**src/rtl/cabb_pkg.sv**
```systemverilog
// ----------------------------------------------------------------------------
// cabb_pkg
// shared types and constants of the clipped alpha blend blit
// ----------------------------------------------------------------------------
package cabb_pkg;

   localparam int FB_WIDTH     = 1024;
   localparam int FB_HEIGHT    = 1024;
   localparam int FB_ROW_WORDS = 1024;

   localparam int REG_WIDTH   = 13;
   localparam int COUNT_WIDTH = 12;
   localparam int POS_WIDTH   = 16;
   localparam int ADDR_WIDTH  = 20;
   localparam int RGB_WIDTH   = 24;
   localparam int CSR_IDX_W   = 4;

   localparam int QUEUE_DEPTH = 4;
   localparam int QPTR_WIDTH  = $clog2(QUEUE_DEPTH);

   localparam logic [REG_WIDTH-1:0] MAX_SIZE = REG_WIDTH'(4096);

   typedef enum logic [CSR_IDX_W-1:0] {
      CSR_DEST_X       = 4'd0,
      CSR_DEST_Y       = 4'd1,
      CSR_IMAGE_WIDTH  = 4'd2,
      CSR_IMAGE_HEIGHT = 4'd3,
      CSR_CLIP_LEFT    = 4'd4,
      CSR_CLIP_TOP     = 4'd5,
      CSR_CLIP_WIDTH   = 4'd6,
      CSR_CLIP_HEIGHT  = 4'd7
   } csr_index_type;

   typedef struct packed {
      logic [31:0] source_pixel;
      logic [31:0] background_pixel;
   } req_type;

   typedef struct packed {
      logic [ADDR_WIDTH-1:0] write_address;
      logic [RGB_WIDTH-1:0]  write_pixel;
   } rsp_type;

   typedef struct packed {
      logic [7:0]            alpha;
      logic [RGB_WIDTH-1:0]  src_rgb;
      logic [RGB_WIDTH-1:0]  bg_rgb;
      logic [ADDR_WIDTH-1:0] addr;
   } work_type;

   typedef struct packed {
      logic full;
      logic empty;
   } queue_status_type;

endpackage

```
**src/rtl/cabb_front.sv**
```systemverilog
// ----------------------------------------------------------------------------
// cabb_front
// config registers, raster counters and visibility test; queues visible pixels of nonzero alpha as work
// ----------------------------------------------------------------------------
module cabb_front (
   input  logic                                 clock,
   input  logic                                 reset,
   input  logic                                 csr_valid,
   output logic                                 csr_ready,
   input  logic [cabb_pkg::CSR_IDX_W-1:0]       csr_index,
   input  logic [cabb_pkg::REG_WIDTH-1:0]       csr_data,
   input  logic                                 req_push,
   input  cabb_pkg::req_type                    req_data,
   output logic                                 req_full,
   input  cabb_pkg::queue_status_type           q_status,
   output logic                                 work_push,
   output cabb_pkg::work_type                   work_data
);

   logic signed [cabb_pkg::REG_WIDTH-1:0] dest_x_ff, dest_y_ff, clip_left_ff, clip_top_ff;
   logic [cabb_pkg::REG_WIDTH-1:0] image_width_ff, image_height_ff;
   logic [cabb_pkg::REG_WIDTH-1:0] clip_width_ff, clip_height_ff;
   logic [cabb_pkg::COUNT_WIDTH-1:0] column_ff, column_in, row_ff, row_in;

   logic [cabb_pkg::REG_WIDTH-1:0] w_eff, h_eff;
   logic signed [cabb_pkg::POS_WIDTH-1:0] px, py, cl, ct, cr, cb, fb_w, fb_h;
   logic [31:0] addr_full;
   logic        accept, visible, col_last, row_last;

   assign csr_ready = 1'b1;
   assign req_full  = q_status.full;
   assign accept    = req_push && !q_status.full;

   always_ff @(posedge clock) begin
      if (reset) begin
         dest_x_ff       <= '0;
         dest_y_ff       <= '0;
         image_width_ff  <= cabb_pkg::REG_WIDTH'(1);
         image_height_ff <= cabb_pkg::REG_WIDTH'(1);
         clip_left_ff    <= '0;
         clip_top_ff     <= '0;
         clip_width_ff   <= cabb_pkg::REG_WIDTH'(1024);
         clip_height_ff  <= cabb_pkg::REG_WIDTH'(1024);
      end else if (csr_valid) begin
         case (cabb_pkg::csr_index_type'(csr_index))
            cabb_pkg::CSR_DEST_X:       dest_x_ff       <= csr_data;
            cabb_pkg::CSR_DEST_Y:       dest_y_ff       <= csr_data;
            cabb_pkg::CSR_IMAGE_WIDTH:  image_width_ff  <= csr_data;
            cabb_pkg::CSR_IMAGE_HEIGHT: image_height_ff <= csr_data;
            cabb_pkg::CSR_CLIP_LEFT:    clip_left_ff    <= csr_data;
            cabb_pkg::CSR_CLIP_TOP:     clip_top_ff     <= csr_data;
            cabb_pkg::CSR_CLIP_WIDTH:   clip_width_ff   <= csr_data;
            cabb_pkg::CSR_CLIP_HEIGHT:  clip_height_ff  <= csr_data;
            default: ;
         endcase
      end
   end

   // effective image size, zero counts as one, sizes above MAX_SIZE clamp to MAX_SIZE
   always_comb begin
      if (image_width_ff == '0)
         w_eff = cabb_pkg::REG_WIDTH'(1);
      else if (image_width_ff > cabb_pkg::MAX_SIZE)
         w_eff = cabb_pkg::MAX_SIZE;
      else
         w_eff = image_width_ff;
      if (image_height_ff == '0)
         h_eff = cabb_pkg::REG_WIDTH'(1);
      else if (image_height_ff > cabb_pkg::MAX_SIZE)
         h_eff = cabb_pkg::MAX_SIZE;
      else
         h_eff = image_height_ff;
   end

   assign col_last = ({1'b0, column_ff} + cabb_pkg::REG_WIDTH'(1)) >= w_eff;
   assign row_last = ({1'b0, row_ff} + cabb_pkg::REG_WIDTH'(1)) >= h_eff;

   always_comb begin
      column_in = column_ff;
      row_in    = row_ff;
      if (accept) begin
         if (col_last) begin
            column_in = '0;
            row_in    = row_last ? '0 : row_ff + cabb_pkg::COUNT_WIDTH'(1);
         end else begin
            column_in = column_ff + cabb_pkg::COUNT_WIDTH'(1);
         end
      end
   end

   always_ff @(posedge clock) begin
      if (reset) begin
         column_ff <= '0;
         row_ff    <= '0;
      end else begin
         column_ff <= column_in;
         row_ff    <= row_in;
      end
   end

   // framebuffer position and clip bounds
   assign px   = cabb_pkg::POS_WIDTH'(dest_x_ff) + signed'({4'b0, column_ff});
   assign py   = cabb_pkg::POS_WIDTH'(dest_y_ff) + signed'({4'b0, row_ff});
   assign cl   = cabb_pkg::POS_WIDTH'(clip_left_ff);
   assign ct   = cabb_pkg::POS_WIDTH'(clip_top_ff);
   assign cr   = cl + signed'({3'b0, clip_width_ff});
   assign cb   = ct + signed'({3'b0, clip_height_ff});
   assign fb_w = cabb_pkg::POS_WIDTH'(cabb_pkg::FB_WIDTH);
   assign fb_h = cabb_pkg::POS_WIDTH'(cabb_pkg::FB_HEIGHT);

   assign visible = (px >= cl) && (px < cr) && (py >= ct) && (py < cb) &&
                    (px >= 0) && (px < fb_w) && (py >= 0) && (py < fb_h);

   assign addr_full = 32'(py) * 32'(cabb_pkg::FB_ROW_WORDS) + 32'(px);

   assign work_push           = accept && visible && (req_data.source_pixel[31:24] != 8'd0);
   assign work_data.alpha     = req_data.source_pixel[31:24];
   assign work_data.src_rgb   = req_data.source_pixel[23:0];
   assign work_data.bg_rgb    = req_data.background_pixel[23:0];
   assign work_data.addr      = addr_full[cabb_pkg::ADDR_WIDTH-1:0];

endmodule

```
**src/rtl/cabb_queue.sv**
```systemverilog
// ----------------------------------------------------------------------------
// cabb_queue
// short work queue between front and back
// ----------------------------------------------------------------------------
module cabb_queue (
   input  logic                        clock,
   input  logic                        reset,
   input  logic                        push,
   input  cabb_pkg::work_type          push_data,
   input  logic                        pop,
   output cabb_pkg::work_type          pop_data,
   output cabb_pkg::queue_status_type  status
);

   cabb_pkg::work_type mem_ff [cabb_pkg::QUEUE_DEPTH];
   logic [cabb_pkg::QPTR_WIDTH-1:0] wr_ptr_ff, wr_ptr_in, rd_ptr_ff, rd_ptr_in;
   logic [cabb_pkg::QPTR_WIDTH:0]   count_ff, count_in;
   logic do_push, do_pop;

   assign status.full  = count_ff == (cabb_pkg::QPTR_WIDTH+1)'(cabb_pkg::QUEUE_DEPTH);
   assign status.empty = count_ff == '0;
   assign do_push      = push && !status.full;
   assign do_pop       = pop && !status.empty;
   assign pop_data     = mem_ff[rd_ptr_ff];

   always_comb begin
      wr_ptr_in = do_push ? wr_ptr_ff + cabb_pkg::QPTR_WIDTH'(1) : wr_ptr_ff;
      rd_ptr_in = do_pop ? rd_ptr_ff + cabb_pkg::QPTR_WIDTH'(1) : rd_ptr_ff;
      count_in  = count_ff;
      if (do_push && !do_pop)
         count_in = count_ff + (cabb_pkg::QPTR_WIDTH+1)'(1);
      else if (do_pop && !do_push)
         count_in = count_ff - (cabb_pkg::QPTR_WIDTH+1)'(1);
   end

   always_ff @(posedge clock) begin
      if (reset) begin
         wr_ptr_ff <= '0;
         rd_ptr_ff <= '0;
         count_ff  <= '0;
      end else begin
         wr_ptr_ff <= wr_ptr_in;
         rd_ptr_ff <= rd_ptr_in;
         count_ff  <= count_in;
      end
   end

   always_ff @(posedge clock) begin
      if (do_push)
         mem_ff[wr_ptr_ff] <= push_data;
   end

endmodule

```
**src/rtl/cabb_back.sv**
```systemverilog
// ----------------------------------------------------------------------------
// cabb_back
// two-stage blend: channel products, then sum and divide by 255
// ----------------------------------------------------------------------------
module cabb_back (
   input  logic                clock,
   input  logic                reset,
   input  logic                work_avail,
   input  cabb_pkg::work_type  work_data,
   output logic                work_pop,
   output logic                rsp_empty,
   output cabb_pkg::rsp_type   rsp_data,
   input  logic                rsp_pop
);

   logic        s1_valid_ff, s1_valid_in, s2_valid_ff, s2_valid_in;
   logic        s1_ready, s2_ready;
   logic [2:0][15:0] fg_prod_ff, fg_prod_in, bg_prod_ff, bg_prod_in;
   logic [cabb_pkg::ADDR_WIDTH-1:0] s1_addr_ff;
   cabb_pkg::rsp_type rsp_ff, rsp_in;

   function automatic logic [7:0] div255(input logic [15:0] x);
      logic [16:0] t;
      t = {1'b0, x} + 17'd1 + 17'(x[15:8]);
      return t[15:8];
   endfunction

   assign s2_ready    = !s2_valid_ff || rsp_pop;
   assign s1_ready    = !s1_valid_ff || s2_ready;
   assign work_pop    = work_avail && s1_ready;
   assign s1_valid_in = s1_ready ? work_avail : s1_valid_ff;
   assign s2_valid_in = s2_ready ? s1_valid_ff : s2_valid_ff;

   always_comb begin
      for (int i = 0; i < 3; i++) begin
         fg_prod_in[i] = 16'(work_data.src_rgb[8*i +: 8]) * 16'(work_data.alpha);
         bg_prod_in[i] = 16'(work_data.bg_rgb[8*i +: 8]) * 16'(8'd255 - work_data.alpha);
      end
   end

   always_comb begin
      rsp_in.write_address = s1_addr_ff;
      for (int i = 0; i < 3; i++)
         rsp_in.write_pixel[8*i +: 8] = div255(fg_prod_ff[i] + bg_prod_ff[i]);
   end

   always_ff @(posedge clock) begin
      if (reset) begin
         s1_valid_ff <= 1'b0;
         s2_valid_ff <= 1'b0;
      end else begin
         s1_valid_ff <= s1_valid_in;
         s2_valid_ff <= s2_valid_in;
      end
   end

   always_ff @(posedge clock) begin
      if (s1_ready) begin
         fg_prod_ff <= fg_prod_in;
         bg_prod_ff <= bg_prod_in;
         s1_addr_ff <= work_data.addr;
      end
      if (s2_ready)
         rsp_ff <= rsp_in;
   end

   assign rsp_empty = !s2_valid_ff;
   assign rsp_data  = rsp_ff;

endmodule

```
**src/rtl/clipped_alpha_blend_blit_top.sv**
```systemverilog
// ----------------------------------------------------------------------------
// clipped_alpha_blend_blit_top
// clipped argb8888 alpha blend blit, one pixel per clock while req_full is low
//
//   port group  direction  handshake            payload
//   req_        in         req_push / req_full  source and background pixel
//   rsp_        out        rsp_empty / rsp_pop  write address and rgb pixel
//   csr_        in         csr_valid / csr_ready register index and data
//
// one pixel accepted per cycle while req_full is low; the front classifies it in the accept cycle
// a written pixel passes the queue entry, the product stage and the result
// register on its way to rsp_; the four-entry work queue sets the slack
// reset is synchronous, no clearing pass
// req_full rises only when the work queue fills under a stalled rsp_pop
// ----------------------------------------------------------------------------
module clipped_alpha_blend_blit_top (
   input  logic                           clock,
   input  logic                           reset,
   input  logic                           req_push,
   input  cabb_pkg::req_type              req_data,
   output logic                           req_full,
   output logic                           rsp_empty,
   output cabb_pkg::rsp_type              rsp_data,
   input  logic                           rsp_pop,
   input  logic                           csr_valid,
   output logic                           csr_ready,
   input  logic [cabb_pkg::CSR_IDX_W-1:0] csr_index,
   input  logic [cabb_pkg::REG_WIDTH-1:0] csr_data
);

   cabb_pkg::queue_status_type q_status;
   cabb_pkg::work_type         push_work, pop_work;
   logic                       work_push, work_pop;

   cabb_front u_front (
      .clock     (clock),
      .reset     (reset),
      .csr_valid (csr_valid),
      .csr_ready (csr_ready),
      .csr_index (csr_index),
      .csr_data  (csr_data),
      .req_push  (req_push),
      .req_data  (req_data),
      .req_full  (req_full),
      .q_status  (q_status),
      .work_push (work_push),
      .work_data (push_work)
   );

   cabb_queue u_queue (
      .clock     (clock),
      .reset     (reset),
      .push      (work_push),
      .push_data (push_work),
      .pop       (work_pop),
      .pop_data  (pop_work),
      .status    (q_status)
   );

   cabb_back u_back (
      .clock      (clock),
      .reset      (reset),
      .work_avail (!q_status.empty),
      .work_data  (pop_work),
      .work_pop   (work_pop),
      .rsp_empty  (rsp_empty),
      .rsp_data   (rsp_data),
      .rsp_pop    (rsp_pop)
   );

`ifndef NO_ASSERTIONS
   a_queue_status: assert property (@(posedge clock) disable iff (reset)
      !(q_status.full && q_status.empty))
      else $error("work queue full and empty at once");

   a_push_room: assert property (@(posedge clock) disable iff (reset)
      work_push |-> !q_status.full)
      else $error("work pushed into a full queue");

   a_pop_avail: assert property (@(posedge clock) disable iff (reset)
      work_pop |-> !q_status.empty)
      else $error("work popped from an empty queue");
`endif

endmodule
```
**config.mk**
```make
export PLATFORM = sky130hd
export DESIGN_NAME = clipped_alpha_blend_blit_top
export DESIGN_NICKNAME = d
export VERILOG_FILES = /design/src/rtl/cabb_pkg.sv /design/src/rtl/cabb_front.sv /design/src/rtl/cabb_queue.sv /design/src/rtl/cabb_back.sv /design/src/rtl/clipped_alpha_blend_blit_top.sv
export SDC_FILE = /design/constraint.sdc
export NUM_CORES = 2
export LEC_CHECK = 0
export ABC_AREA = 1
export BUFFER_PORTS_ARGS = -buffer_cell sky130_fd_sc_hd__buf_2
export CORE_MARGIN = 2
export CORE_UTILIZATION = 60
export DETAILED_ROUTE_END_ITERATION = 6
export GPL_TIMING_DRIVEN = 0
export PLACE_DENSITY = 0.79
export SLEW_MARGIN = 20
export SYNTH_ARGS = -nofsm -noshare
export SYNTH_HDL_FRONTEND = slang
export SYNTH_SLANG_ARGS = --single-unit
```
**constraint.sdc**
```tcl
create_clock -name clock -period 15.4 [get_ports clock]
set_clock_uncertainty 0.05 [all_clocks]
set_input_delay 0.77 -clock clock [delete_from_list [all_inputs] [get_ports clock]]
set_output_delay 0.77 -clock clock [all_outputs]
set_load 0.02 [all_outputs]
```
==> flow_summary.json <==
{
  "synth_area_leaders": "edfxtp_1 34%, ha_1 13%, fa_1 11%",
  "min-delay-start": "req_data[0]",
  "die_w_um": 267,
  "finalSetupTns_ns": 0,
  "vias": 32000,
  "clockRootBuffer": "clkbuf_16",
  "yosysSeqAreaShare_pct": 40.3,
  "synthToLayoutAreaGrowth_pct": 10.9,
  "crit_fanout": 10,
  "synth_top_area_cell": "edfxtp_1",
  "gp_congestion": 0.934,
  "slew_violations": 0,
  "arrival_ns": 7.69,
  "cts_tree": "done",
  "cts_setup_buffers": 0,
  "post-route-min-period_ns": 7.41,
  "syn_inst": 4504,
  "synth.distinct_cells": 64,
  "synth_top_area_share_pct": 33.6,
  "cts_made_buffers": 68,
  "placement_rows": 96,
  "num-fill-cells": 5144,
  "numClockSinks": 603,
  "cpPeakStageDelay_ns": 1.06,
  "die_y_um": 267,
  "cp.required_ns": 15.68,
  "io_pins": 133,
  "num-nets-final": 5446,
  "ant_nets": 0,
  "grt_pass1_wl_mm": 161,
  "core_um2": 68600,
  "crit_chain": "inv_1 -> buf_1 -> a32oi_1 -> clkinv_1 -> clkbuf_1 -> nor2_1 -> fa_1 -> ha_1 -> inv_1 -> fa_1 -> inv_1 -> fa_1 -> ha_1 -> nand2_1 -> o21ai_0 -> a31oi_1 -> o21ai_0 -> a21oi_1 -> o21bai_1 -> a21oi_1 -> nor2_1 -> nor2_1 -> xor2_1",
  "synth.yosys.warnings": 0,
  "clkTransAtPathRegs_ns": 0.06,
  "synth_area_um2": 41500,
  "drv_cap": 0,
  "violations": "DRC",
  "drt_iter0_drc": 2712,
  "min_path_type": "in2reg",
  "htreeDepth": 3,
  "synth_edf_count": 464,
  "async_reset_ff_share_pct": 0,
  "drive_above_1_share_pct": 6.95,
  "clk_path_buf_depth": 3,
  "routed_via_density": 5.61,
  "drt_pass1_iterations": 7,
  "timing.slew.headroom_pct": 10.9,
  "fin_util_pct": 67.1,
  "path_buf_inv": 6,
  "antenna_found_initial": 16,
  "synth.avg_cell_area_um2": 9.21,
  "rsz0062_at_grt": "no",
  "cp_slowest_cell": "a32oi_1",
  "synthesis.nets": 5238,
  "fin_crit_sh_pct": 48.1,
  "start_util_pct": 60.5,
  "grt_max_degree": 55,
  "die_area_um2": 71300,
  "cts_resized": 0,
  "hold_buffers": 0,
  "worstMarginPinSlew_ns": 1.34,
  "drc": 1,
  "hold_violations": 0,
  "startpoint_type": "flip-flop",
  "grt.total_usage_pct": 29.1,
  "routedWlPerCell_um": 18.1,
  "port-buffer-count": 120,
  "grt_pass1_vias": 31400,
  "max_freq_ghz": 0.135,
  "critPathTopFamily": "compound AO/OA/AOI/OAI gates",
  "synth_ff_type": "edfxtp_1",
  "outcome": "finished with violations",
  "insertion_delay_ns": 0.62,
  "ys_ff_latch": 603,
  "criticalPathCategory": "reg2reg",
  "grt-ovfl-total": 0,
  "wirelength_mm": 103,
  "setup_viol": 0,
  "critPathCaptureType": "flip-flop",
  "place_hpwl_mm": 79.0
}
-- logic make-up (layout without fill, tap and decap cells) --
logic type	Yosys count	in the layout	synth area share, %
AOI/OAI and AO/OA	668	668	9.16
xor gates and xnor gates	178	178	3.85
adders and majority gates	648	648	23.6
buffers and inverters	806	1065	7.35
DFF	603	603	40.3
other	1	7	0.00904
and+or+nand+nor	1600	1600	15.8
-- path summary, 6_finish.rpt --
check	to	slack, ns	cells past startpoint
setup / recovery	u_back.fg_prod_ff[31]	7.99	23
hold / removal	u_queue.mem_ff[2][20]	0.31	1
setup reg to reg	u_back.fg_prod_ff[31]	7.99	23
hold reg to reg	u_back.rsp_data[39]	0.36	0
-- Yosys cell counts (3+ instances only) --
| master | count |
|---|---|
| a211oi_1 | 5 |
| a21boi_1 | 3 |
| a21o_1 | 8 |
| a21oi_1 | 304 |
| a21oi_2 | 5 |
| a22oi_1 | 3 |
| a31oi_1 | 9 |
| a32oi_1 | 54 |
| and2_1 | 5 |
| buf_1 | 15 |
| buf_2 | 15 |
| clkbuf_1 | 90 |
| clkinv_1 | 4 |
| dfxtp_1 | 139 |
| edfxtp_1 | 464 |
| fa_1 | 224 |
| ha_1 | 424 |
| inv_1 | 671 |
| inv_2 | 9 |
| nand2_1 | 848 |
| nand2_2 | 22 |
| nand3_1 | 107 |
| nand3_2 | 3 |
| nand3b_1 | 9 |
| nand4_1 | 37 |
| nor2_1 | 513 |
| nor2_2 | 7 |
| nor2_4 | 3 |
| nor3_1 | 15 |
| nor4_1 | 11 |
| o211ai_1 | 4 |
| o21a_1 | 6 |
| o21ai_0 | 205 |
| o21ai_1 | 10 |
| o21bai_1 | 15 |
| o221ai_1 | 3 |
| o22ai_1 | 20 |
| o31ai_1 | 4 |
| or2_1 | 4 |
| xnor2_1 | 48 |
| xor2_1 | 125 |
| xor2_2 | 5 |
-- layout by cell type (no fill, tap or decap), drive strengths merged, types with 9 or more instances in the layout --
master	instances
clkinv	29
xnor2	48
inv	685
ha	424
edfxtp	464
buf	168
nor2	523
o21bai	15
nand3	110
nand2	871
nor3	17
a31oi	9
o22ai	20
xor2	130
a32oi	56
clkbuf	172
fa	224
dfxtp	139
a21oi	310
o21ai	218
nand4	38
nor4	11
nand3b	11
-- state kept, by name (all words and copies together), names as in the netlist, 20 cells and up, named ones only --
| register | cells |
|---|---|
| u_back.s1_addr_ff | 20 |
| u_queue.mem_ff | 304 |
| u_back.bg_prod_ff | 48 |
| u_back.rsp_data | 44 |
| u_back.fg_prod_ff | 48 |
-- layout make-up --
class	instances	area, µm²	area share [%]
antenna	6	15.0	0.0326
buffer	121	477	1.04
clock buffer	81	1800	3.92
clock inverter	40	485	1.06
inverter	685	2570	5.59
multi-input combinational	3095	21800	47.3
sequential	603	16700	36.3
tap	931	1160	2.53
timing repair buffer	138	1000	2.18
-- through the flow --
| stage | setup WS (ns) | cell area, µm² | hold WS [ns] | cells |
|---|---|---|---|---|
| finish | 7.99 | 46000 | 0.311 | 5700 |
| global route | 7.76 | 46000 | 0.284 | 5697 |
| CTS | 8.17 | 46000 | 0.282 | 5693 |
| detailed placement | 8.24 | 43700 | 0.355 | 5572 |
| global placement | 5.59 | 43300 | 0.352 | 5555 |
| floorplan | 8.45 | 41500 | 0.350 | 4504 |
-- per-layer routing --
metal	part of all wire, %	routed length [µm]	GRT usage [%]	vias up
li1	-	-	-	15300
met1	37	38400	33.8	15100
met2	49	50200	50.7	1281
met3	7.9	8190	5.78	345
met4	6.1	6310	16.1	18
met5	0.095	98	0	-
-- worst reg2reg max path: stages (launching register included) --
cell,delay [ns]
dfxtp_1,0.49
inv_1,0.19
buf_1,0.29
a32oi_1,1.06
clkinv_1,0.63
clkbuf_1,0.47
nor2_1,0.23
fa_1,0.47
ha_1,0.29
inv_1,0.04
fa_1,0.48
inv_1,0.05
fa_1,0.43
ha_1,0.35
nand2_1,0.06
o21ai_0,0.29
a31oi_1,0.18
o21ai_0,0.31
a21oi_1,0.13
o21bai_1,0.22
a21oi_1,0.09
nor2_1,0.09
nor2_1,0.05
xor2_1,0.17
Power is not shown: default switching activity piles up to over one toggle a cycle in this logic, so the estimate is an artifact.
